### config.mk
export PLATFORM = sky130hd
export DESIGN_NAME = wildcard_byte_pattern_scan_unit_flat
export DESIGN_NICKNAME = d
export VERILOG_FILES = /design/src/rtl/core/wbps_pkg.sv /design/src/rtl/core/wbps_if.sv /design/src/rtl/core/wbps_csr_regs.sv /design/src/rtl/core/wbps_match.sv /design/src/rtl/core/wbps_out_stage.sv /design/src/rtl/core/wildcard_byte_pattern_scan_unit.sv /design/src/flat_wrapper.sv
export SDC_FILE = /design/constraint.sdc
export NUM_CORES = 2
export LEC_CHECK = 0
export BUFFER_PORTS_ARGS = -buffer_cell sky130_fd_sc_hd__buf_2
export CELL_PAD_IN_SITES_DETAIL_PLACEMENT = 0
export CELL_PAD_IN_SITES_GLOBAL_PLACEMENT = 2
export CORE_UTILIZATION = 32
export CTS_CLUSTER_DIAMETER = 80
export DETAILED_ROUTE_END_ITERATION = 8
export GPL_TIMING_DRIVEN = 0
export PLACE_DENSITY_LB_ADDON = 0.1
export SLEW_MARGIN = 5
export SYNTH_ARGS = -nofsm -noshare
export SYNTH_HDL_FRONTEND = slang
export SYNTH_SLANG_ARGS = --single-unit
### constraint.sdc
create_clock -name clock -period 10.8 [get_ports clock]
set_clock_uncertainty 0.1 [all_clocks]
set_input_delay 1.62 -clock clock [delete_from_list [all_inputs] [get_ports clock]]
set_output_delay 1.62 -clock clock [all_outputs]
set_load 0.03 [all_outputs]
### src/rtl/core/wbps_pkg.sv
`timescale 1ns / 1ps
`default_nettype none

package wbps_pkg;

   // Window and pattern geometry.
   localparam int MAX_PATTERN = 32;
   localparam int PAT_BYTES   = 32;
   localparam int PAT_WORDS   = 4;
   localparam int WORD_W      = 64;
   localparam int PAT_BITS    = PAT_WORDS * WORD_W;
   localparam int PB_W        = $clog2(PAT_BYTES);
   localparam int LEN_W       = $clog2(MAX_PATTERN + 1);
   localparam int CFG_LEN_W   = 6;
   localparam int OFFSET_W    = 32;

   // Register file layout.
   localparam int CSR_IDX_W  = 3;
   localparam int CSR_DATA_W = 64;

   localparam logic [CSR_IDX_W-1:0] CSR_PATTERN_0 = 3'd0;
   localparam logic [CSR_IDX_W-1:0] CSR_PATTERN_1 = 3'd1;
   localparam logic [CSR_IDX_W-1:0] CSR_PATTERN_2 = 3'd2;
   localparam logic [CSR_IDX_W-1:0] CSR_PATTERN_3 = 3'd3;
   localparam logic [CSR_IDX_W-1:0] CSR_WILDCARD  = 3'd4;
   localparam logic [CSR_IDX_W-1:0] CSR_LENGTH    = 3'd5;

   // Pattern laid out against the window: want[j] is the byte expected at
   // window slot j, care[j] says whether slot j takes part in the compare.
   typedef struct packed {
      logic [MAX_PATTERN-1:0][7:0] want;
      logic [MAX_PATTERN-1:0]      care;
      logic [LEN_W-1:0]            len;
   } align_type;

   typedef struct packed {
      logic                found;
      logic [OFFSET_W-1:0] match_offset;
   } result_type;

   // Clamps the length to 1..MAX_PATTERN and lines the pattern up with the
   // newest bytes of the window.
   function automatic align_type align_pattern(
      input logic [PAT_BITS-1:0]  pat,
      input logic [PAT_BYTES-1:0] wild,
      input logic [CFG_LEN_W-1:0] plen
   );
      align_type        al;
      logic [LEN_W-1:0] len;
      logic [LEN_W-1:0] base;
      logic [LEN_W-1:0] pos;
      if (plen == '0) begin
         len = LEN_W'(1);
      end else if (int'(plen) > MAX_PATTERN) begin
         len = LEN_W'(MAX_PATTERN);
      end else begin
         len = LEN_W'(plen);
      end
      base   = LEN_W'(MAX_PATTERN) - len;
      al.len = len;
      for (int j = 0; j < MAX_PATTERN; j++) begin
         pos        = LEN_W'(j) - base;
         al.care[j] = 1'b0;
         al.want[j] = 8'd0;
         if (LEN_W'(j) >= base && int'(pos) < PAT_BYTES) begin
            if (!wild[pos[PB_W-1:0]]) begin
               al.care[j] = 1'b1;
               al.want[j] = pat[{pos[PB_W-1:0], 3'b000} +: 8];
            end
         end
      end
      return al;
   endfunction

endpackage

`default_nettype wire

### src/rtl/core/wbps_if.sv
`timescale 1ns / 1ps
`default_nettype none

interface wbps_req_if;
   import wbps_pkg::*;
   logic       valid;
   logic       ready;
   logic [7:0] mem_byte;
   logic       last_byte;

   modport source (output valid, output mem_byte, output last_byte, input ready);
   modport sink   (input valid, input mem_byte, input last_byte, output ready);
endinterface

interface wbps_rsp_if;
   import wbps_pkg::*;
   logic                valid;
   logic                ready;
   logic                found;
   logic [OFFSET_W-1:0] match_offset;

   modport source (output valid, output found, output match_offset, input ready);
   modport sink   (input valid, input found, input match_offset, output ready);
endinterface

interface wbps_csr_if;
   import wbps_pkg::*;
   logic                  valid;
   logic                  ready;
   logic [CSR_IDX_W-1:0]  reg_index;
   logic [CSR_DATA_W-1:0] wdata;

   modport source (output valid, output reg_index, output wdata, input ready);
   modport sink   (input valid, input reg_index, input wdata, output ready);
endinterface

`default_nettype wire

### src/rtl/core/wbps_csr_regs.sv
`timescale 1ns / 1ps
`default_nettype none

module wbps_csr_regs
   import wbps_pkg::*;
(
   input  wire logic   clock,
   input  wire logic   reset,
   wbps_csr_if.sink    csr_bus,
   output align_type   align_cfg
);

   logic [PAT_BITS-1:0]  pat_ff,   pat_in;
   logic [PAT_BYTES-1:0] wild_ff,  wild_in;
   logic [CFG_LEN_W-1:0] plen_ff,  plen_in;
   align_type            align_ff, align_in;
   logic                 wr_en;

   assign csr_bus.ready = 1'b1;
   assign wr_en         = csr_bus.valid;

   always_comb begin
      pat_in  = pat_ff;
      wild_in = wild_ff;
      plen_in = plen_ff;
      if (wr_en) begin
         case (csr_bus.reg_index)
            CSR_PATTERN_0: pat_in[0*WORD_W +: WORD_W] = csr_bus.wdata;
            CSR_PATTERN_1: pat_in[1*WORD_W +: WORD_W] = csr_bus.wdata;
            CSR_PATTERN_2: pat_in[2*WORD_W +: WORD_W] = csr_bus.wdata;
            CSR_PATTERN_3: pat_in[3*WORD_W +: WORD_W] = csr_bus.wdata;
            CSR_WILDCARD:  wild_in = csr_bus.wdata[PAT_BYTES-1:0];
            CSR_LENGTH:    plen_in = csr_bus.wdata[CFG_LEN_W-1:0];
            default: ;
         endcase
      end
      // Built from the next register values so a compare in the following
      // cycle already sees a fresh write.
      align_in = align_pattern(pat_in, wild_in, plen_in);
   end

   always_ff @(posedge clock) begin
      if (reset) begin
         pat_ff   <= '0;
         wild_ff  <= '0;
         plen_ff  <= CFG_LEN_W'(1);
         align_ff <= align_pattern('0, '0, CFG_LEN_W'(1));
      end else begin
         pat_ff   <= pat_in;
         wild_ff  <= wild_in;
         plen_ff  <= plen_in;
         align_ff <= align_in;
      end
   end

   assign align_cfg = align_ff;

endmodule

`default_nettype wire

### src/rtl/core/wbps_match.sv
`timescale 1ns / 1ps
`default_nettype none

module wbps_match
   import wbps_pkg::*;
(
   input  wire logic       clock,
   input  wire logic       reset,
   wbps_req_if.sink        req_bus,
   input  wire align_type  align_cfg,
   input  wire logic       out_ready,
   output logic            res_push,
   output result_type      res_data
);

   logic [MAX_PATTERN-1:0][7:0] window_ff, window_in;
   logic [OFFSET_W-1:0]         bytes_seen_ff, bytes_seen_in;
   logic                        match_done_ff, match_done_in;
   logic                        s1_valid_ff, s1_valid_in;
   logic                        s1_last_ff, s1_last_in;

   logic                        req_accept;
   logic                        s1_fire;
   logic                        region_end;
   logic [MAX_PATTERN-1:0]      slot_ok;
   logic                        hit;
   logic                        long_enough;
   logic                        found;
   logic [OFFSET_W-1:0]         count_base;

   assign s1_fire       = s1_valid_ff && out_ready;
   assign req_bus.ready = !s1_valid_ff || s1_fire;
   assign req_accept    = req_bus.valid && req_bus.ready;
   assign region_end    = s1_fire && s1_last_ff;

   // Parallel compare of the window against the lined-up pattern.
   always_comb begin
      for (int j = 0; j < MAX_PATTERN; j++) begin
         slot_ok[j] = !align_cfg.care[j] || (window_ff[j] == align_cfg.want[j]);
      end
   end

   assign hit         = &slot_ok;
   assign long_enough = bytes_seen_ff >= OFFSET_W'(align_cfg.len);
   assign found       = !match_done_ff && long_enough && hit;

   assign res_push               = s1_fire && (found || (s1_last_ff && !match_done_ff));
   assign res_data.found         = found;
   assign res_data.match_offset  = found ? (bytes_seen_ff - OFFSET_W'(align_cfg.len))
                                         : '0;

   always_comb begin
      count_base = region_end ? '0 : bytes_seen_ff;
      window_in  = window_ff;
      if (req_accept) begin
         window_in = {req_bus.mem_byte, window_ff[MAX_PATTERN-1:1]};
      end

      bytes_seen_in = count_base;
      if (req_accept && count_base != '1) begin
         bytes_seen_in = count_base + OFFSET_W'(1);
      end

      match_done_in = match_done_ff;
      if (region_end) begin
         match_done_in = 1'b0;
      end else if (s1_fire && found) begin
         match_done_in = 1'b1;
      end

      s1_valid_in = s1_valid_ff;
      s1_last_in  = s1_last_ff;
      if (req_accept) begin
         s1_valid_in = 1'b1;
         s1_last_in  = req_bus.last_byte;
      end else if (s1_fire) begin
         s1_valid_in = 1'b0;
      end
   end

   always_ff @(posedge clock) begin
      if (reset) begin
         bytes_seen_ff <= '0;
         match_done_ff <= 1'b0;
         s1_valid_ff   <= 1'b0;
         s1_last_ff    <= 1'b0;
      end else begin
         bytes_seen_ff <= bytes_seen_in;
         match_done_ff <= match_done_in;
         s1_valid_ff   <= s1_valid_in;
         s1_last_ff    <= s1_last_in;
      end
   end

   always_ff @(posedge clock) begin
      window_ff <= window_in;
   end

   // A byte waiting for its compare has always been counted.
   a_count_nonzero: assert property (@(posedge clock) disable iff (reset)
      s1_valid_ff |-> bytes_seen_ff != '0)
      else $error("byte pending with zero byte count");

   // A match in mid-region locks out further results.
   a_done_after_match: assert property (@(posedge clock) disable iff (reset)
      res_push && res_data.found && !s1_last_ff |=> match_done_ff)
      else $error("match not recorded");

   // Only one found result per region.
   a_single_match: assert property (@(posedge clock) disable iff (reset)
      match_done_ff && s1_fire |-> !found)
      else $error("second match reported in one region");

   // The end of a region restarts the count unless a new byte came in.
   a_region_restart: assert property (@(posedge clock) disable iff (reset)
      region_end && !req_accept |=> bytes_seen_ff == '0 && !match_done_ff)
      else $error("region state not cleared");

endmodule

`default_nettype wire

### src/rtl/core/wbps_out_stage.sv
`timescale 1ns / 1ps
`default_nettype none

module wbps_out_stage
   import wbps_pkg::*;
(
   input  wire logic       clock,
   input  wire logic       reset,
   input  wire logic       res_push,
   input  wire result_type res_data,
   output logic            out_ready,
   wbps_rsp_if.source      rsp_bus
);

   result_type main_ff, main_in;
   result_type skid_ff, skid_in;
   logic       main_valid_ff, main_valid_in;
   logic       skid_valid_ff, skid_valid_in;
   logic       pop;
   logic       push_ok;

   assign out_ready = !skid_valid_ff;
   assign pop       = main_valid_ff && rsp_bus.ready;
   assign push_ok   = res_push && out_ready;

   always_comb begin
      main_in       = main_ff;
      skid_in       = skid_ff;
      main_valid_in = main_valid_ff;
      skid_valid_in = skid_valid_ff;
      if (skid_valid_ff) begin
         if (pop) begin
            main_in       = skid_ff;
            skid_valid_in = 1'b0;
         end
      end else if (push_ok) begin
         if (!main_valid_ff || pop) begin
            main_in       = res_data;
            main_valid_in = 1'b1;
         end else begin
            skid_in       = res_data;
            skid_valid_in = 1'b1;
         end
      end else if (pop) begin
         main_valid_in = 1'b0;
      end
   end

   always_ff @(posedge clock) begin
      if (reset) begin
         main_valid_ff <= 1'b0;
         skid_valid_ff <= 1'b0;
      end else begin
         main_valid_ff <= main_valid_in;
         skid_valid_ff <= skid_valid_in;
      end
   end

   always_ff @(posedge clock) begin
      main_ff <= main_in;
      skid_ff <= skid_in;
   end

   assign rsp_bus.valid        = main_valid_ff;
   assign rsp_bus.found        = main_ff.found;
   assign rsp_bus.match_offset = main_ff.match_offset;

endmodule

`default_nettype wire

### src/rtl/core/wildcard_byte_pattern_scan_unit.sv
`timescale 1ns / 1ps
`default_nettype none

// Channel   Dir  Handshake     Payload
// req_bus   in   valid/ready   mem_byte[7:0], last_byte
// rsp_bus   out  valid/ready   found, match_offset[31:0]
// csr_bus   in   valid/ready   reg_index[2:0], wdata[63:0]
//
// One byte is accepted per cycle while req_bus ready is high; its result, if
// any, passes through the window register and then the result register.
// The compare is a single parallel pass over the 32-byte window.
// Reset is synchronous and clears the region state; the pattern registers
// return to zero, the wildcard mask to zero and the length to one.
// A stalled rsp_bus is absorbed by a two-entry output stage, and req_bus
// ready drops once both entries hold results and a further byte waits in
// the window stage.

module wildcard_byte_pattern_scan_unit
   import wbps_pkg::*;
(
   input  wire logic  clock,
   input  wire logic  reset,
   wbps_req_if.sink   req_bus,
   wbps_rsp_if.source rsp_bus,
   wbps_csr_if.sink   csr_bus
);

   align_type  align_cfg;
   logic       out_ready;
   logic       res_push;
   result_type res_data;

   // Configuration registers. They also precompute the pattern lined up with
   // the newest bytes of the window, so the compare path stays short.
   wbps_csr_regs u_csr_regs (
      .clock     (clock),
      .reset     (reset),
      .csr_bus   (csr_bus),
      .align_cfg (align_cfg)
   );

   // Byte window, region byte count and the match compare. A request is
   // held in the window stage until the output stage has room for it.
   wbps_match u_match (
      .clock     (clock),
      .reset     (reset),
      .req_bus   (req_bus),
      .align_cfg (align_cfg),
      .out_ready (out_ready),
      .res_push  (res_push),
      .res_data  (res_data)
   );

   // Result register with a skid entry, so input acceptance never depends
   // combinationally on the downstream ready.
   wbps_out_stage u_out_stage (
      .clock     (clock),
      .reset     (reset),
      .res_push  (res_push),
      .res_data  (res_data),
      .out_ready (out_ready),
      .rsp_bus   (rsp_bus)
   );

endmodule

`default_nettype wire

### src/flat_wrapper.sv
// flat-port wrapper written by rule: the top's interface ports become plain ports
module wildcard_byte_pattern_scan_unit_flat import wbps_pkg::*;
  (clock, reset, req_bus_valid, req_bus_mem_byte, req_bus_last_byte, req_bus_ready, rsp_bus_valid, rsp_bus_found, rsp_bus_match_offset, rsp_bus_ready, csr_bus_valid, csr_bus_reg_index, csr_bus_wdata, csr_bus_ready);
  wbps_req_if req_bus_i ();
  wbps_rsp_if rsp_bus_i ();
  wbps_csr_if csr_bus_i ();
  input  wire logic clock;
  input  wire logic reset;
  input wire logic [$bits(req_bus_i.valid)-1:0] req_bus_valid;
  input wire logic [$bits(req_bus_i.mem_byte)-1:0] req_bus_mem_byte;
  input wire logic [$bits(req_bus_i.last_byte)-1:0] req_bus_last_byte;
  output wire logic [$bits(req_bus_i.ready)-1:0] req_bus_ready;
  output wire logic [$bits(rsp_bus_i.valid)-1:0] rsp_bus_valid;
  output wire logic [$bits(rsp_bus_i.found)-1:0] rsp_bus_found;
  output wire logic [$bits(rsp_bus_i.match_offset)-1:0] rsp_bus_match_offset;
  input wire logic [$bits(rsp_bus_i.ready)-1:0] rsp_bus_ready;
  input wire logic [$bits(csr_bus_i.valid)-1:0] csr_bus_valid;
  input wire logic [$bits(csr_bus_i.reg_index)-1:0] csr_bus_reg_index;
  input wire logic [$bits(csr_bus_i.wdata)-1:0] csr_bus_wdata;
  output wire logic [$bits(csr_bus_i.ready)-1:0] csr_bus_ready;
  assign req_bus_i.valid = req_bus_valid;
  assign req_bus_i.mem_byte = req_bus_mem_byte;
  assign req_bus_i.last_byte = req_bus_last_byte;
  assign req_bus_ready = req_bus_i.ready;
  assign rsp_bus_valid = rsp_bus_i.valid;
  assign rsp_bus_found = rsp_bus_i.found;
  assign rsp_bus_match_offset = rsp_bus_i.match_offset;
  assign rsp_bus_i.ready = rsp_bus_ready;
  assign csr_bus_i.valid = csr_bus_valid;
  assign csr_bus_i.reg_index = csr_bus_reg_index;
  assign csr_bus_i.wdata = csr_bus_wdata;
  assign csr_bus_ready = csr_bus_i.ready;
  wildcard_byte_pattern_scan_unit u_core (.clock(clock), .reset(reset), .req_bus(req_bus_i), .rsp_bus(rsp_bus_i), .csr_bus(csr_bus_i));
endmodule
==> run metrics <==
Achievable Freq=between 0.09 and 0.1 GHz; compound-gate portion of the synthesized area=9.14%; Combinational Power Share=21.0%; DP Area=0.0561 mm²; share of layout cells above drive strength 1=15.3%; Crit. End Element=flop; CP startpoint=csr_bus_wdata[2]; initial core utilization=32.2%; Clk pin slew, worst setup/hold paths=0.06 ns; Synth Area in Simple Gates=13.1%; postcts setup bufs=0; Hold Path Origin=u_core.u_match.window_ff[236]; Num CTS Buffers=116; number of flops mapped to enable cells by yosys=322; Starting DRT DRC Count=5,139; routed wire length=~300,000 µm; die width=406 µm; CTS root buf=clkbuf_16; number of global-route vias before repair=just over 40,000; share of the core filled with cells=37.0%; clock power share=around 40%; Slew Limit Headroom=-1.94%; Power per Cell Area=169 mW/mm²; Routed met1 length=130,000 µm; clk_lat worst skew=0.84 ns; first-pass GRT wire length=394,000 µm; maxcap violations=1; H-Tree Depth=3; largest net degree at the start of global routing=105; internal power=about 6.8 mW; nets@finish=5,352; vias per cell=5.82; P&R area growth vs syn=15.0%; Synth Cell Area=roughly 0.052 mm²; top cells by area, synth=dfxtp_1 24%, edfxtp_1 18%, mux2i_1 15%; Pre-Repair DR Iteration Count=6; synthesized flop and latch total=947; routability cong.=1.05; worst reg-to-reg path cell count=21; Synth top area share=23.9%; Slew Limit Fails=4; Post-synth top flop=dfxtp_1; number of clock sinks=~950; CP max FO=16; port bufs=approximately 110; Tmin final=10.54 ns; CP Class=input port to flop; Synth Area in Adders=0.421%; pin slew with the least headroom to its limit=1.53 ns; Data arrival, critical path=11.05 ns; Sequential Power Share=a little under two fifths; core area=approximately 0.16 mm²; CP Launch Type=input port; routed vias=43,900; CTS Buffer Depth=3; final-report hold violation count=0; yosys warns=0; Die Ht=between 400 and 500 µm; placed insts=7,309; # IOs=117; worst endpoint required time=11.31 ns; Mapped Cells=4,997; status=finished, violations left; Lkg Pwr=between 20 and 25 nW; Routed Antenna Nets=0; hpwl dp=~260,000 µm; worst hold path depth=0; Worst Hold Class=flop to flop; worst flop-to-flop path startpoint=u_core.u_csr_regs.plen_ff[2]; failing checks=max-capacitance violations, max-slew violations; Rows=148; XOR/XNOR Fraction of Synth Area=6.01%; Sw Pwr=3.36 mW; WL met2=around 130,000 µm; non-filler instance count after layout=7,542; post-synthesis mux area share=between 20% and 30%; count of cell types in the netlist=90; Net Sw Frac=33.0%; GR Overflow Total=0; Met3 Wirelength=a little over 20,000 µm; register area share after synthesis=42.4%; Top Layer Used=met5; GRT Total Usage=36.2%; antenna violations before repair=20; syn avg cell area=10.5 µm²; VDD IR max=0.136 mV; final instance area=0.0602 mm²; largest family of logic cells by synthesized area=multiplexers; most frequent cell after synthesis=mux2i_1; drt wl/cell=40.3 µm; die footprint=0.165 mm²; RSZ-0062 raised after global routing=false; DRC violations left=0; top post-synthesis cells by count=794 x mux2i_1, 648 x nor2_1, 625 x dfxtp_1, 386 x nand2_1, 322 x edfxtp_1; ys async rst share=0%; CTS tree=yes; post-synth top area cell=dfxtp_1; Tcrit/Tclk final=between 90% and 100%; Final Setup Violations=0
layer usage:
layer,vias to the layer above,global-route usage [%]
met5,-,0
li1,18900,-
met4,8,18.8
met1,22700,47.9
met2,1832,56.3
met3,437,6.42
final cells by class:
| cell class | count | area (µm²) |
|---|---|---|
| clock inverters | 69 | 880 |
| flip-flops and latches | 947 | 22200 |
| plain buffers | 348 | 1670 |
| fillers | 16500 | 102000 |
| clock buffers | 152 | 3170 |
| diodes | 10 | 25.0 |
| multi-input cells | 3657 | 28400 |
| repair buffers | 140 | 930 |
| well taps | 2175 | 2720 |
| inverters | 44 | 179 |
what timing repair did:
| action | 4_1_cts | 5_1_grt |
|---|---|---|
| hold buffers | 0 | 0 |
| gates resized for setup | 2 | 0 |
| setup endpoints to repair | 8 | 0 |
worst max-delay path, cell delays in order:
cell,delay [ns]
buf_2,0.08
clkbuf_1,0.85
nor4_1,0.11
mux2_2,0.35
o21a_1,0.20
buf_6,0.14
buf_6,0.15
buf_6,0.18
buf_6,0.19
buf_6,0.18
buf_2,0.29
ha_1,0.44
buf_2,0.32
clkinv_2,0.53
clkbuf_2,0.56
clkbuf_2,0.59
ha_1,0.53
clkbuf_1,1.02
mux4_2,0.64
mux2i_1,0.20
mux2_2,0.19
nand3_1,0.56
a211oi_1,1.03
power groups by stage:
stage               Sequential, mW  Combinational, mW  Clock (mW)
detailed placement            3.96               2.06           0
global placement              3.98               2.04           0
CTS                           3.89               2.06        4.22
finish                        3.89               2.14        4.16
floorplan                     3.92               1.15           0
global route                  3.89               2.17        4.36
placed cells by master, fill, tap and decap left out, types with 24 or more instances in the layout:
master	n
mux2i_1	792
nor2_1	646
dfxtp_1	625
nand2_1	386
edfxtp_1	322
xnor2_1	294
buf_2	189
clkbuf_1	188
mux4_2	179
a21oi_1	129
o22ai_1	128
clkbuf_16	117
nor3_1	104
mux2_2	101
and2_1	84
nand4_1	74
o21ai_0	70
nor2b_1	66
a32oi_1	61
a21boi_0	58
a22oi_1	55
buf_1	50
buf_4	42
nand3_1	39
inv_1	38
xor2_1	37
o31ai_1	33
and3_1	32
buf_6	30
a22o_1	30
a221oi_1	24
cells by family after synthesis:
| logic type | after synthesis |
|---|---|
| compound gates | 690 |
| mux | 1084 |
| other cells | 1 |
| buf+inv | 394 |
| fa+ha+maj | 17 |
| simple gates | 1519 |
| flops | 947 |
| xor+xnor | 345 |
per-stage QoR:
step	setup slack, ns	power (mW)	TNS, ns	hold slack (ns)
finish	0.263	10.2	0	0.334
global route	0.293	10.4	0	0.347
CTS	0.526	10.2	0	0.335
detailed placement	-1.44	6.02	-58.87	0.356
global placement	-1.96	6.02	-101.37	0.350
floorplan	2.43	5.07	0	0.336
worst paths after layout:
path / end / slack, ns
hold / removal: u_core.u_match.window_ff[228] / 0.33
setup / recovery: u_core.u_csr_regs.align_cfg[81] / 0.26
setup reg to reg: u_core.u_csr_regs.align_cfg[81] / 1.53
hold reg to reg: u_core.u_match.window_ff[228] / 0.33
flip-flops by register name, indices dropped and copies added, names as in the netlist:
| signal | cells |
|---|---|
| u_core.u_out_stage.skid_valid_ff | 1 |
| u_core.u_match.window_ff | 256 |
| u_core.u_out_stage.rsp_bus.valid | 1 |
| u_core.u_out_stage.skid_ff | 33 |
| u_core.u_csr_regs.wild_ff | 32 |
| u_core.u_out_stage.rsp_bus.match_offset | 32 |
| u_core.u_match.match_done_ff | 1 |
| u_core.u_match.s1_valid_ff | 1 |
| u_core.u_out_stage.rsp_bus.found | 1 |
| u_core.u_csr_regs.plen_ff | 6 |
| u_core.u_csr_regs.align_cfg | 294 |
| u_core.u_csr_regs.pat_ff | 256 |
| u_core.u_match.s1_last_ff | 1 |
| u_core.u_match.bytes_seen_ff | 32 |
No activity file was read; power rests on OpenSTA's default activity.
